<file path="src/rtl/cst_pkg.sv">
`timescale 1ns / 1ps
`default_nettype none
// ----------------------------------------------------------------------------
// cst_pkg
// Types, codes and helpers shared by the connection slot table.
// ----------------------------------------------------------------------------
package cst_pkg;

   localparam int SLOT_COUNT_DEF = 8;

   localparam logic [15:0] HANDLE_INVALID = 16'hFFFF;
   localparam logic [3:0]  ACTIVE_RESET   = 4'd8;
   localparam logic [15:0] SLICE_RESET    = 16'd0;
   localparam logic [3:0]  MAX_RESULTS    = 4'd8;

   localparam logic CSR_ACTIVE_SLOTS = 1'b0;
   localparam logic CSR_SLICE_SIZE   = 1'b1;

   localparam logic [1:0] ROLE_CENTRAL    = 2'd0;
   localparam logic [1:0] ROLE_PERIPHERAL = 2'd1;
   localparam logic [1:0] ROLE_UNKNOWN    = 2'd2;

   typedef enum logic [2:0] {
      FUNC_CONNECT = 3'd0,
      FUNC_FREE    = 3'd1,
      FUNC_LOOKUP  = 3'd2,
      FUNC_ROLE    = 3'd3,
      FUNC_LIST    = 3'd4
   } func_type;

   typedef enum logic [2:0] {
      ST_NEW       = 3'd0,
      ST_EXISTING  = 3'd1,
      ST_NOT_FOUND = 3'd2,
      ST_FULL      = 3'd3,
      ST_INVALID   = 3'd4
   } status_type;

   typedef enum logic [2:0] {
      S_IDLE,
      S_SCAN,
      S_FINISH,
      S_REPLY,
      S_LIST_END
   } state_type;

   typedef struct packed {
      logic [15:0] handle;
      logic [7:0]  role;
      logic [7:0]  peer_type;
      logic [47:0] peer_address;
      logic [7:0]  own_type;
      logic [47:0] own_address;
   } entry_type;

   typedef struct packed {
      logic wr;
      logic clr;
   } store_cmd_type;

   typedef struct packed {
      status_type  status;
      logic [2:0]  slot_index;
      logic [1:0]  role;
      logic [15:0] handle;
      logic [7:0]  peer_type;
      logic [47:0] peer_address;
      logic [7:0]  own_type;
      logic [47:0] own_address;
      logic [18:0] offset;
      logic        last;
   } result_type;

   function automatic logic [1:0] map_role(input logic [7:0] r);
      logic [1:0] m;
      if (r == 8'd0) begin
         m = ROLE_CENTRAL;
      end else if (r == 8'd1) begin
         m = ROLE_PERIPHERAL;
      end else begin
         m = ROLE_UNKNOWN;
      end
      return m;
   endfunction

   function automatic result_type none_result(input status_type st);
      result_type r;
      r.status       = st;
      r.slot_index   = 3'd0;
      r.role         = ROLE_UNKNOWN;
      r.handle       = HANDLE_INVALID;
      r.peer_type    = 8'd0;
      r.peer_address = 48'd0;
      r.own_type     = 8'd0;
      r.own_address  = 48'd0;
      r.offset       = 19'd0;
      r.last         = 1'b1;
      return r;
   endfunction

   function automatic result_type slot_result(input status_type st, input logic [2:0] idx,
                                              input entry_type e, input logic [18:0] off);
      result_type r;
      r.status       = st;
      r.slot_index   = idx;
      r.role         = map_role(e.role);
      r.handle       = e.handle;
      r.peer_type    = e.peer_type;
      r.peer_address = e.peer_address;
      r.own_type     = e.own_type;
      r.own_address  = e.own_address;
      r.offset       = off;
      r.last         = 1'b1;
      return r;
   endfunction

endpackage
`default_nettype wire

</file>
<file path="src/rtl/cst_store.sv">
`timescale 1ns / 1ps
`default_nettype none
// ----------------------------------------------------------------------------
// cst_store
// Slot memory with one write and one registered read port; per-slot valid
// flags cleared by reset, and the any-link flag over the active slots.
// ----------------------------------------------------------------------------
module cst_store
   import cst_pkg::*;
#(
   parameter int SLOT_COUNT = SLOT_COUNT_DEF,
   parameter int IDX_W      = (SLOT_COUNT > 1) ? $clog2(SLOT_COUNT) : 1,
   parameter int CNT_W      = $clog2(SLOT_COUNT + 1)
) (
   input  wire logic             clock,
   input  wire logic             reset,
   input  wire logic [CNT_W-1:0] n_act,
   input  wire logic             rd_en,
   input  wire logic [IDX_W-1:0] rd_addr,
   output entry_type             rd_data,
   output logic                  rd_hit,
   input  wire store_cmd_type    cmd,
   input  wire logic [IDX_W-1:0] wr_addr,
   input  wire entry_type        wr_data,
   output logic                  any_connected
);

   entry_type             mem [SLOT_COUNT];
   entry_type             rd_data_ff;
   logic                  rd_hit_ff;
   logic [SLOT_COUNT-1:0] valid_ff;

   always_ff @(posedge clock) begin
      if (cmd.wr) begin
         mem[wr_addr] <= wr_data;
      end
      if (rd_en) begin
         rd_data_ff <= mem[rd_addr];
      end
   end

   always_ff @(posedge clock) begin
      if (reset) begin
         valid_ff  <= '0;
         rd_hit_ff <= 1'b0;
      end else begin
         if (rd_en) begin
            rd_hit_ff <= valid_ff[rd_addr];
         end
         if (cmd.wr) begin
            valid_ff[wr_addr] <= 1'b1;
         end else if (cmd.clr) begin
            valid_ff[wr_addr] <= 1'b0;
         end
      end
   end

   always_comb begin
      any_connected = 1'b0;
      for (int i = 0; i < SLOT_COUNT; i++) begin
         if (valid_ff[i] && (CNT_W'(i) < n_act)) begin
            any_connected = 1'b1;
         end
      end
   end

   assign rd_data = rd_data_ff;
   assign rd_hit  = rd_hit_ff;

endmodule
`default_nettype wire

</file>
<file path="src/rtl/cst_ctrl.sv">
`timescale 1ns / 1ps
`default_nettype none
// ----------------------------------------------------------------------------
// cst_ctrl
// Request sequencer: walks the active slots one a cycle through the store's
// read port and a single handle comparator, then updates the slot for connect
// and free and forms the results; list results are formed during the walk.
// ----------------------------------------------------------------------------
module cst_ctrl
   import cst_pkg::*;
#(
   parameter int SLOT_COUNT = SLOT_COUNT_DEF,
   parameter int IDX_W      = (SLOT_COUNT > 1) ? $clog2(SLOT_COUNT) : 1,
   parameter int CNT_W      = $clog2(SLOT_COUNT + 1)
) (
   input  wire logic             clock,
   input  wire logic             reset,
   input  wire logic             start,
   output logic                  busy,
   input  wire logic [2:0]       req_func,
   input  wire logic [15:0]      req_conn_handle,
   input  wire logic [7:0]       req_role_in,
   input  wire logic [7:0]       req_peer_type_in,
   input  wire logic [47:0]      req_peer_address_in,
   input  wire logic [7:0]       req_own_type_in,
   input  wire logic [47:0]      req_own_address_in,
   input  wire logic [3:0]       req_max_count,
   input  wire logic [CNT_W-1:0] n_act,
   input  wire logic [15:0]      slice,
   output logic                  rd_en,
   output logic [IDX_W-1:0]      rd_addr,
   input  wire entry_type        rd_data,
   input  wire logic             rd_hit,
   output store_cmd_type         cmd,
   output logic [IDX_W-1:0]      wr_addr,
   output entry_type             wr_data,
   input  wire logic             any_connected,
   output logic                  rsp_strobe,
   output result_type            rsp,
   output logic                  rsp_any
);

   state_type        state_ff, state_in;
   func_type         func_ff, func_in;
   entry_type        req_ff, req_in;
   logic [3:0]       lim_ff, lim_in;
   logic [CNT_W-1:0] rd_ptr_ff, rd_ptr_in;
   logic [18:0]      rd_off_ff, rd_off_in;
   logic             cmp_vld_ff, cmp_vld_in;
   logic [IDX_W-1:0] cmp_ptr_ff, cmp_ptr_in;
   logic [18:0]      cmp_off_ff, cmp_off_in;
   logic             found_ff, found_in;
   logic [IDX_W-1:0] found_idx_ff, found_idx_in;
   logic [18:0]      found_off_ff, found_off_in;
   entry_type        found_ent_ff, found_ent_in;
   logic             free_ff, free_in;
   logic [IDX_W-1:0] free_idx_ff, free_idx_in;
   logic [18:0]      free_off_ff, free_off_in;
   logic [3:0]       cnt_ff, cnt_in;
   result_type       pend_ff, pend_in;
   logic             pend_vld_ff, pend_vld_in;
   result_type       res_ff, res_in;
   result_type       rsp_ff, rsp_in;
   logic             rsp_any_ff, rsp_any_in;
   logic             strobe_ff, strobe_in;

   logic             scan_done;
   logic             list_hit;
   logic             last_hit;
   logic             is_list;
   result_type       cand;
   logic [IDX_W-1:0] tgt_idx;
   logic [18:0]      tgt_off;

   assign is_list   = (func_ff == FUNC_LIST);
   assign scan_done = (rd_ptr_ff == n_act) && !cmp_vld_ff;
   assign list_hit  = (state_ff == S_SCAN) && is_list && cmp_vld_ff && rd_hit;
   assign last_hit  = list_hit && ((cnt_ff + 4'd1) == lim_ff);
   assign cand      = slot_result(ST_EXISTING, 3'(cmp_ptr_ff), rd_data, cmp_off_ff);
   assign tgt_idx   = found_ff ? found_idx_ff : free_idx_ff;
   assign tgt_off   = found_ff ? found_off_ff : free_off_ff;

   // next state
   always_comb begin
      state_in = state_ff;
      unique case (state_ff)
         S_IDLE: begin
            if (start) begin
               case (req_func) inside
                  FUNC_LIST: begin
                     state_in = (req_max_count != 4'd0) ? S_SCAN : S_IDLE;
                  end
                  FUNC_CONNECT, FUNC_FREE, FUNC_LOOKUP, FUNC_ROLE: begin
                     state_in = (req_conn_handle == HANDLE_INVALID) ? S_REPLY : S_SCAN;
                  end
                  default: state_in = S_IDLE;
               endcase
            end
         end
         S_SCAN: begin
            if (last_hit) begin
               state_in = S_LIST_END;
            end else if (scan_done) begin
               if (is_list) begin
                  state_in = pend_vld_ff ? S_LIST_END : S_IDLE;
               end else begin
                  state_in = S_FINISH;
               end
            end
         end
         S_FINISH:   state_in = S_REPLY;
         S_REPLY:    state_in = S_IDLE;
         S_LIST_END: state_in = S_IDLE;
         default:    state_in = S_IDLE;
      endcase
   end

   // datapath and outputs
   always_comb begin
      func_in      = func_ff;
      req_in       = req_ff;
      lim_in       = lim_ff;
      rd_ptr_in    = rd_ptr_ff;
      rd_off_in    = rd_off_ff;
      cmp_vld_in   = 1'b0;
      cmp_ptr_in   = rd_ptr_ff[IDX_W-1:0];
      cmp_off_in   = rd_off_ff;
      found_in     = found_ff;
      found_idx_in = found_idx_ff;
      found_off_in = found_off_ff;
      found_ent_in = found_ent_ff;
      free_in      = free_ff;
      free_idx_in  = free_idx_ff;
      free_off_in  = free_off_ff;
      cnt_in       = cnt_ff;
      pend_in      = pend_ff;
      pend_vld_in  = pend_vld_ff;
      res_in       = res_ff;
      rsp_in       = rsp_ff;
      rsp_any_in   = rsp_any_ff;
      strobe_in    = 1'b0;
      rd_en        = 1'b0;
      rd_addr      = rd_ptr_ff[IDX_W-1:0];
      cmd          = '0;
      wr_addr      = tgt_idx;
      wr_data      = req_ff;

      unique case (state_ff)
         S_IDLE: begin
            func_in                = func_type'(req_func);
            req_in.handle          = req_conn_handle;
            req_in.role            = req_role_in;
            req_in.peer_type       = req_peer_type_in;
            req_in.peer_address    = req_peer_address_in;
            req_in.own_type        = req_own_type_in;
            req_in.own_address     = req_own_address_in;
            lim_in      = (req_max_count > MAX_RESULTS) ? MAX_RESULTS : req_max_count;
            rd_ptr_in   = '0;
            rd_off_in   = '0;
            found_in    = 1'b0;
            free_in     = 1'b0;
            cnt_in      = 4'd0;
            pend_vld_in = 1'b0;
            res_in      = none_result(ST_INVALID);
         end
         S_SCAN: begin
            if (rd_ptr_ff != n_act) begin
               rd_en      = 1'b1;
               rd_ptr_in  = rd_ptr_ff + CNT_W'(1);
               rd_off_in  = rd_off_ff + 19'(slice);
               cmp_vld_in = 1'b1;
            end
            if (is_list) begin
               if (list_hit) begin
                  if (pend_vld_ff) begin
                     rsp_in      = pend_ff;
                     rsp_in.last = 1'b0;
                     rsp_any_in  = any_connected;
                     strobe_in   = 1'b1;
                  end
                  pend_in     = cand;
                  pend_vld_in = 1'b1;
                  cnt_in      = cnt_ff + 4'd1;
               end
            end else if (cmp_vld_ff) begin
               if (rd_hit && !found_ff && (rd_data.handle == req_ff.handle)) begin
                  found_in     = 1'b1;
                  found_idx_in = cmp_ptr_ff;
                  found_off_in = cmp_off_ff;
                  found_ent_in = rd_data;
               end
               if (!rd_hit && !free_ff) begin
                  free_in     = 1'b1;
                  free_idx_in = cmp_ptr_ff;
                  free_off_in = cmp_off_ff;
               end
            end
         end
         S_FINISH: begin
            case (func_ff) inside
               FUNC_CONNECT: begin
                  if (found_ff || free_ff) begin
                     cmd.wr = 1'b1;
                     res_in = slot_result(status_type'(found_ff ? ST_EXISTING : ST_NEW),
                                          3'(tgt_idx), req_ff, tgt_off);
                  end else begin
                     res_in = none_result(ST_FULL);
                  end
               end
               FUNC_FREE: begin
                  wr_addr = found_idx_ff;
                  if (found_ff) begin
                     cmd.clr           = 1'b1;
                     res_in            = none_result(ST_EXISTING);
                     res_in.slot_index = 3'(found_idx_ff);
                  end else begin
                     res_in = none_result(ST_NOT_FOUND);
                  end
               end
               FUNC_LOOKUP, FUNC_ROLE: begin
                  if (found_ff) begin
                     res_in = slot_result(ST_EXISTING, 3'(found_idx_ff), found_ent_ff,
                                          found_off_ff);
                  end else begin
                     res_in = none_result(ST_NOT_FOUND);
                  end
               end
               default: res_in = none_result(ST_NOT_FOUND);
            endcase
         end
         S_REPLY: begin
            rsp_in     = res_ff;
            rsp_any_in = any_connected;
            strobe_in  = 1'b1;
         end
         S_LIST_END: begin
            rsp_in      = pend_ff;
            rsp_in.last = 1'b1;
            rsp_any_in  = any_connected;
            strobe_in   = 1'b1;
         end
         default: begin
         end
      endcase
   end

   always_ff @(posedge clock) begin
      if (reset) begin
         state_ff    <= S_IDLE;
         cmp_vld_ff  <= 1'b0;
         strobe_ff   <= 1'b0;
         found_ff    <= 1'b0;
         free_ff     <= 1'b0;
         pend_vld_ff <= 1'b0;
         cnt_ff      <= 4'd0;
         rd_ptr_ff   <= '0;
      end else begin
         state_ff    <= state_in;
         cmp_vld_ff  <= cmp_vld_in;
         strobe_ff   <= strobe_in;
         found_ff    <= found_in;
         free_ff     <= free_in;
         pend_vld_ff <= pend_vld_in;
         cnt_ff      <= cnt_in;
         rd_ptr_ff   <= rd_ptr_in;
      end
   end

   always_ff @(posedge clock) begin
      func_ff      <= func_in;
      req_ff       <= req_in;
      lim_ff       <= lim_in;
      rd_off_ff    <= rd_off_in;
      cmp_ptr_ff   <= cmp_ptr_in;
      cmp_off_ff   <= cmp_off_in;
      found_idx_ff <= found_idx_in;
      found_off_ff <= found_off_in;
      found_ent_ff <= found_ent_in;
      free_idx_ff  <= free_idx_in;
      free_off_ff  <= free_off_in;
      pend_ff      <= pend_in;
      res_ff       <= res_in;
      rsp_ff       <= rsp_in;
      rsp_any_ff   <= rsp_any_in;
   end

   assign busy       = (state_ff != S_IDLE);
   assign rsp_strobe = strobe_ff;
   assign rsp        = rsp_ff;
   assign rsp_any    = rsp_any_ff;

endmodule
`default_nettype wire

</file>
<file path="src/rtl/connection_slot_table.sv">
`timescale 1ns / 1ps
`default_nettype none
// ----------------------------------------------------------------------------
// connection_slot_table
// Table of link slots keyed by connection handle: connect, free, lookup,
// role query and handle listing, with long-write buffer offsets per slot.
//
//   channel   ports                      transfer
//   request   start, busy, req_*         start high while busy low
//   result    rsp_strobe, rsp_*          rsp_strobe high, one cycle each
//   csr       csr_we, csr_index, csr_*   csr_we high, no wait
//
// Request walks the active slots (n) one per cycle through the slot memory
// read port and one handle comparator. Connect, free, lookup, role query:
// walk, finish step (slot written or freed for connect/free), reply step.
// Invalid handle: reply step only. List: results stream during the walk,
// the last one flagged; a zero limit or no valid slot gives none. Reset
// clears valid flags together, no clearing pass. Results cannot be stalled.
// ----------------------------------------------------------------------------
module connection_slot_table
   import cst_pkg::*;
#(
   parameter int SLOT_COUNT = SLOT_COUNT_DEF
) (
   input  wire logic        clock,
   input  wire logic        reset,
   input  wire logic        start,
   output logic             busy,
   input  wire logic [2:0]  req_func,
   input  wire logic [15:0] req_conn_handle,
   input  wire logic [7:0]  req_role_in,
   input  wire logic [7:0]  req_peer_type_in,
   input  wire logic [47:0] req_peer_address_in,
   input  wire logic [7:0]  req_own_type_in,
   input  wire logic [47:0] req_own_address_in,
   input  wire logic [3:0]  req_max_count,
   output logic             rsp_strobe,
   output logic [2:0]       rsp_status,
   output logic [2:0]       rsp_slot_index,
   output logic [1:0]       rsp_role_out,
   output logic [15:0]      rsp_handle_out,
   output logic [7:0]       rsp_peer_type_out,
   output logic [47:0]      rsp_peer_address_out,
   output logic [7:0]       rsp_own_type_out,
   output logic [47:0]      rsp_own_address_out,
   output logic [18:0]      rsp_buffer_offset,
   output logic             rsp_any_connected,
   output logic             rsp_last,
   input  wire logic        csr_we,
   input  wire logic        csr_index,
   input  wire logic [15:0] csr_wdata
);

   localparam int IDX_W = (SLOT_COUNT > 1) ? $clog2(SLOT_COUNT) : 1;
   localparam int CNT_W = $clog2(SLOT_COUNT + 1);
   localparam int CMP_W = (CNT_W > 4) ? CNT_W : 4;

   logic [3:0]       active_ff;
   logic [15:0]      slice_ff;
   logic [CNT_W-1:0] n_act;
   logic [CMP_W-1:0] active_w;

   logic             rd_en;
   logic [IDX_W-1:0] rd_addr;
   entry_type        rd_data;
   logic             rd_hit;
   store_cmd_type    cmd;
   logic [IDX_W-1:0] wr_addr;
   entry_type        wr_data;
   logic             any_connected;
   result_type       rsp;
   logic             rsp_any;

   always_ff @(posedge clock) begin
      if (reset) begin
         active_ff <= ACTIVE_RESET;
         slice_ff  <= SLICE_RESET;
      end else if (csr_we) begin
         unique case (csr_index)
            CSR_ACTIVE_SLOTS: active_ff <= csr_wdata[3:0];
            CSR_SLICE_SIZE:   slice_ff  <= csr_wdata;
            default: begin
            end
         endcase
      end
   end

   assign active_w = CMP_W'(active_ff);
   assign n_act    = (active_w > CMP_W'(SLOT_COUNT)) ? CNT_W'(SLOT_COUNT) : CNT_W'(active_w);

   cst_store #(
      .SLOT_COUNT (SLOT_COUNT),
      .IDX_W      (IDX_W),
      .CNT_W      (CNT_W)
   ) u_store (
      .clock         (clock),
      .reset         (reset),
      .n_act         (n_act),
      .rd_en         (rd_en),
      .rd_addr       (rd_addr),
      .rd_data       (rd_data),
      .rd_hit        (rd_hit),
      .cmd           (cmd),
      .wr_addr       (wr_addr),
      .wr_data       (wr_data),
      .any_connected (any_connected)
   );

   cst_ctrl #(
      .SLOT_COUNT (SLOT_COUNT),
      .IDX_W      (IDX_W),
      .CNT_W      (CNT_W)
   ) u_ctrl (
      .clock               (clock),
      .reset               (reset),
      .start               (start),
      .busy                (busy),
      .req_func            (req_func),
      .req_conn_handle     (req_conn_handle),
      .req_role_in         (req_role_in),
      .req_peer_type_in    (req_peer_type_in),
      .req_peer_address_in (req_peer_address_in),
      .req_own_type_in     (req_own_type_in),
      .req_own_address_in  (req_own_address_in),
      .req_max_count       (req_max_count),
      .n_act               (n_act),
      .slice               (slice_ff),
      .rd_en               (rd_en),
      .rd_addr             (rd_addr),
      .rd_data             (rd_data),
      .rd_hit              (rd_hit),
      .cmd                 (cmd),
      .wr_addr             (wr_addr),
      .wr_data             (wr_data),
      .any_connected       (any_connected),
      .rsp_strobe          (rsp_strobe),
      .rsp                 (rsp),
      .rsp_any             (rsp_any)
   );

   assign rsp_status           = rsp.status;
   assign rsp_slot_index       = rsp.slot_index;
   assign rsp_role_out         = rsp.role;
   assign rsp_handle_out       = rsp.handle;
   assign rsp_peer_type_out    = rsp.peer_type;
   assign rsp_peer_address_out = rsp.peer_address;
   assign rsp_own_type_out     = rsp.own_type;
   assign rsp_own_address_out  = rsp.own_address;
   assign rsp_buffer_offset    = rsp.offset;
   assign rsp_any_connected    = rsp_any;
   assign rsp_last             = rsp.last;

endmodule
`default_nettype wire
</file>
<file path="config.mk">
export PLATFORM = sky130hd
export DESIGN_NAME = connection_slot_table
export DESIGN_NICKNAME = d
export VERILOG_FILES = /design/src/rtl/cst_pkg.sv /design/src/rtl/cst_store.sv /design/src/rtl/cst_ctrl.sv /design/src/rtl/connection_slot_table.sv
export SDC_FILE = /design/constraint.sdc
export NUM_CORES = 2
export LEC_CHECK = 0
export ABC_AREA = 1
export BUFFER_PORTS_ARGS = -buffer_cell sky130_fd_sc_hd__buf_2
export CAP_MARGIN = 15
export CORE_AREA = 2 2 398 400
export DETAILED_ROUTE_END_ITERATION = 8
export DIE_AREA = 0 0 400 402
export GPL_TIMING_DRIVEN = 0
export PLACE_DENSITY = 0.71
export SYNTH_ARGS = -nofsm -noshare
export SYNTH_HDL_FRONTEND = slang
export SYNTH_SLANG_ARGS = --single-unit
</file>
<file path="constraint.sdc">
create_clock -name clock -period 15 [get_ports clock]
set_input_delay 2.25 -clock clock [delete_from_list [all_inputs] [get_ports clock]]
set_output_delay 2.25 -clock clock [all_outputs]
set_load 0.05 [all_outputs]
</file>
==> run summary <==
Most area-consuming cells after synthesis = edfxtp_1 (78%), nor2_1 (5.3%), o21ai_0 (3.9%), nand2_1 (2.9%), dfxtp_1 (1.7%)
Placeable Area = 157000 µm²
Final max-slew violation count = 0
Synth unique cells = 47
Post-synth top area share = 78.2%
Dpl cells = 7902
Largest net degree at the start of global routing = 108
Residual DRC = 0
Reg2Reg Depth = 10
Gate power share = 6.6%
Outcome = complete, no violations
Hold Path Sink = u_ctrl.cmp_off_ff[12]
Sw Pwr = 3.07 mW
Fraction of layout cells with a size suffix above 1 = 12.7%
Achievable Freq = 208 MHz
Synth Register Bits = 2097
Commonest non-fill, non-tap cells in the layout = edfxtp_1 (2030), nor2_1 (1093), o21ai_0 (604)
Commonest non-fill, non-tap cell in the layout = edfxtp_1
Post-Syn Area per Cell = 14.3 µm²
Max-Slew Margin vs Limit = 10.4%
Setup TNS = 0 ns
Unrepaired setup endpoints after global routing = false
Critical Path Most Common Cell = inv_1
Final net count = 6217
CTS H-Tree Depth = 4
Worst Hold Path Cells = 0
TritonRoute pass-1 iters = 9
Area Overhead vs Synth = 15.4%
Hold path startpoint = u_ctrl.cmp_off_in[12]
Worst Tran Pin Value = 1.34 ns
Critical-path cell list = inv_1 > nand2_2 > nor2_4 > buf_12 > inv_1 > buf_2
Crit-path max FO = 24
Syn nets = 5632
Clock skew = 0.0537 ns
DR iter-0 viols = 6930
Worst reg2reg startpoint = u_ctrl.func_ff[1]
Vias in the first global route = 46700
IO Count = 323
Overall Global Routing Usage = 26.6%
Gpl congestion = 0.904
HP Class = flop to flop
Crit path buf inv count = 4
Cts bufs inserted = 201
DR WL/cell = 26.0 µm
Area of placed instances = 83500 µm²
VDD IR max = 141 µV
Crit Path Class = flop to primary output
Final ANT Viol Nets = 0
Post-route insts no fill = 8279
DP Wirelength = 139000 µm
Die area = 161000 µm²
Reg2reg setup slack = 11.32 ns
Int Pwr = 9.69 mW
Switching part of the total = 24.1%
Routed WL = 215000 µm
Final Critical Period = 4.82 ns
Post-CTS Resized = 0
Root Driver = clkbuf_16
Chip height = 402 µm
Clock Pin Slew Worst Setup and Hold Paths = 0.06 ns
Crit. End Element = primary output
CP Launch Type = flop
Vias = 48500
Leak pwr = 30.9 nW
CP delay by family, top = buffers and inverters
Setup Buffers After CTS = 0
R2R Path End = u_store.mem[0][74]
Sink Count = 2097
Synth Cell Area = 77900 µm²
Die width = 400 µm
Number of cells produced by synthesis = 5449
Max-cap violation count = 0
Global-route wire length before repair = 309000 µm
Share of the yosys chip area belonging to registers = 80.0%
Cell row count = 146
Final non-filler cell area = 89900 µm²
Reg power frac = 54.9%
WP data arrival = 2.57 ns
Slowest stage delay, CP = 0.41 ns
Crit-path slowest cell = nor2_4
Clock group share of total power = 38.5%
Final setup viols = 0
Max Root-Sink Buffers = 3
Cell taking the most area after synthesis = edfxtp_1
Hold Buf Count CTS = 0
Total power draw = 12.8 mW
Yosys warnings = 0
CTS tree = yes
Count of final hold-check violations = 0
PortBufs = 322
Via density = 5.86
Initial antenna violation count = 22
Worst-Skew Late Latency = 0.86 ns
Tcrit/Tclk final = 32.1%
Initial Utilization = 49.6%
Gr ovfl total = 0
PwrDens = 142 nW/µm²
CP required = 12.75 ns
state kept, by name, summed over array words and instances (netlist names), 3 cells and up, named ones only:
name / count
u_store.mem: 1088
u_ctrl.rsp: 156
u_ctrl.res_ff: 155
u_ctrl.pend_ff: 152
u_ctrl.found_ent_ff: 136
u_ctrl.wr_data: 136
u_store.rd_data: 136
u_ctrl.cmp_off_ff: 19
u_ctrl.cmp_off_in: 19
u_ctrl.found_off_ff: 19
u_ctrl.free_off_ff: 19
slice_ff: 16
active_ff: 4
u_ctrl.cnt_ff: 4
u_ctrl.lim_ff: 4
u_ctrl.rd_ptr_ff: 4
u_ctrl.cmp_ptr_ff: 3
u_ctrl.found_idx_ff: 3
u_ctrl.free_idx_ff: 3
u_ctrl.func_ff: 3
u_ctrl.state_ff: 3
layout make-up:
cell class | count | area [µm²]
clock buffers | 249 | 5240
diodes | 3 | 7.51
flip-flops and latches | 2097 | 62300
fillers | 11900 | 67200
multi-input cells | 2952 | 14000
plain buffers | 304 | 1300
well taps | 2072 | 2590
inverters | 96 | 413
clock inverters | 124 | 1150
repair buffers | 382 | 2870
power by group through the flow:
| stage | Combinational, mW | Clock, mW | Sequential, mW |
|---|---|---|---|
| 2_1_floorplan | 0.450 | 0 | 7.05 |
| 3_3_place_gp | 0.779 | 0 | 7.16 |
| 3_5_place_dp | 0.820 | 0 | 7.12 |
| 4_1_cts | 0.825 | 4.95 | 7.00 |
| 5_1_grt | 0.904 | 5.18 | 7.03 |
| 6_report | 0.840 | 4.92 | 7.00 |
kinds of logic (layout without fill, tap and decap cells):
kind of cell	after synthesis	count (layout)	synth area share [%]
AND/OR/NAND/NOR	1817	1817	9.10
buffers and inverters	400	1155	2.12
adder cells (fa/ha/maj)	19	19	0.315
flip-flops	2097	2097	80.0
other	0	3	0
AO/OA/AOI/OAI	1106	1106	8.40
XOR/XNOR	10	10	0.112
synth_stat cells (all sizes together):
library cell	count
edfxtp	2030
nor2	1103
o21ai	605
nand2	599
clkbuf	195
a31oi	138
o22ai	137
a32o	112
buf	109
inv	96
a21oi	82
dfxtp	67
nand3	48
nand4	28
nor3	22
ha	18
a211oi	9
a22oi	9
or2	6
xnor2	6
o21a	5
nor3b	4
nor4	4
xor2	4
o211ai	3
nand3b	2
o2111ai	2
a21boi	1
a21o	1
and3	1
fa	1
o311ai	1
o31ai	1
per-layer routing:
metal	GRT usage, %	share of wire [%]
met5	0	0.013
met4	13.7	5.8
met3	6.32	11
met2	40.5	45
met1	35.8	38
per-stage QoR:
step           util [%]  worst slack [ns]  hold slack (ns)
2_1_floorplan         -              3.92            0.350
3_3_place_gp       52.3             -2.03            0.359
3_5_place_dp       53.1             11.02            0.363
4_1_cts            57.2             10.13            0.376
5_1_grt            57.2             10.08            0.397
6_report           57.2             10.18            0.374
how the worst max path moves through the flow:
stage | startpoint | end | depth (start not counted)
after floorplan | u_ctrl.state_ff[1] | busy | 4
after global placement | u_ctrl.state_ff[1] | busy | 5
after detailed placement | u_ctrl.state_ff[1] | busy | 6
after CTS | u_ctrl.state_ff[1] | busy | 6
after global routing | u_ctrl.state_ff[1] | busy | 6
final | u_ctrl.state_ff[1] | busy | 6
No activity file was read; power rests on OpenSTA's default activity.
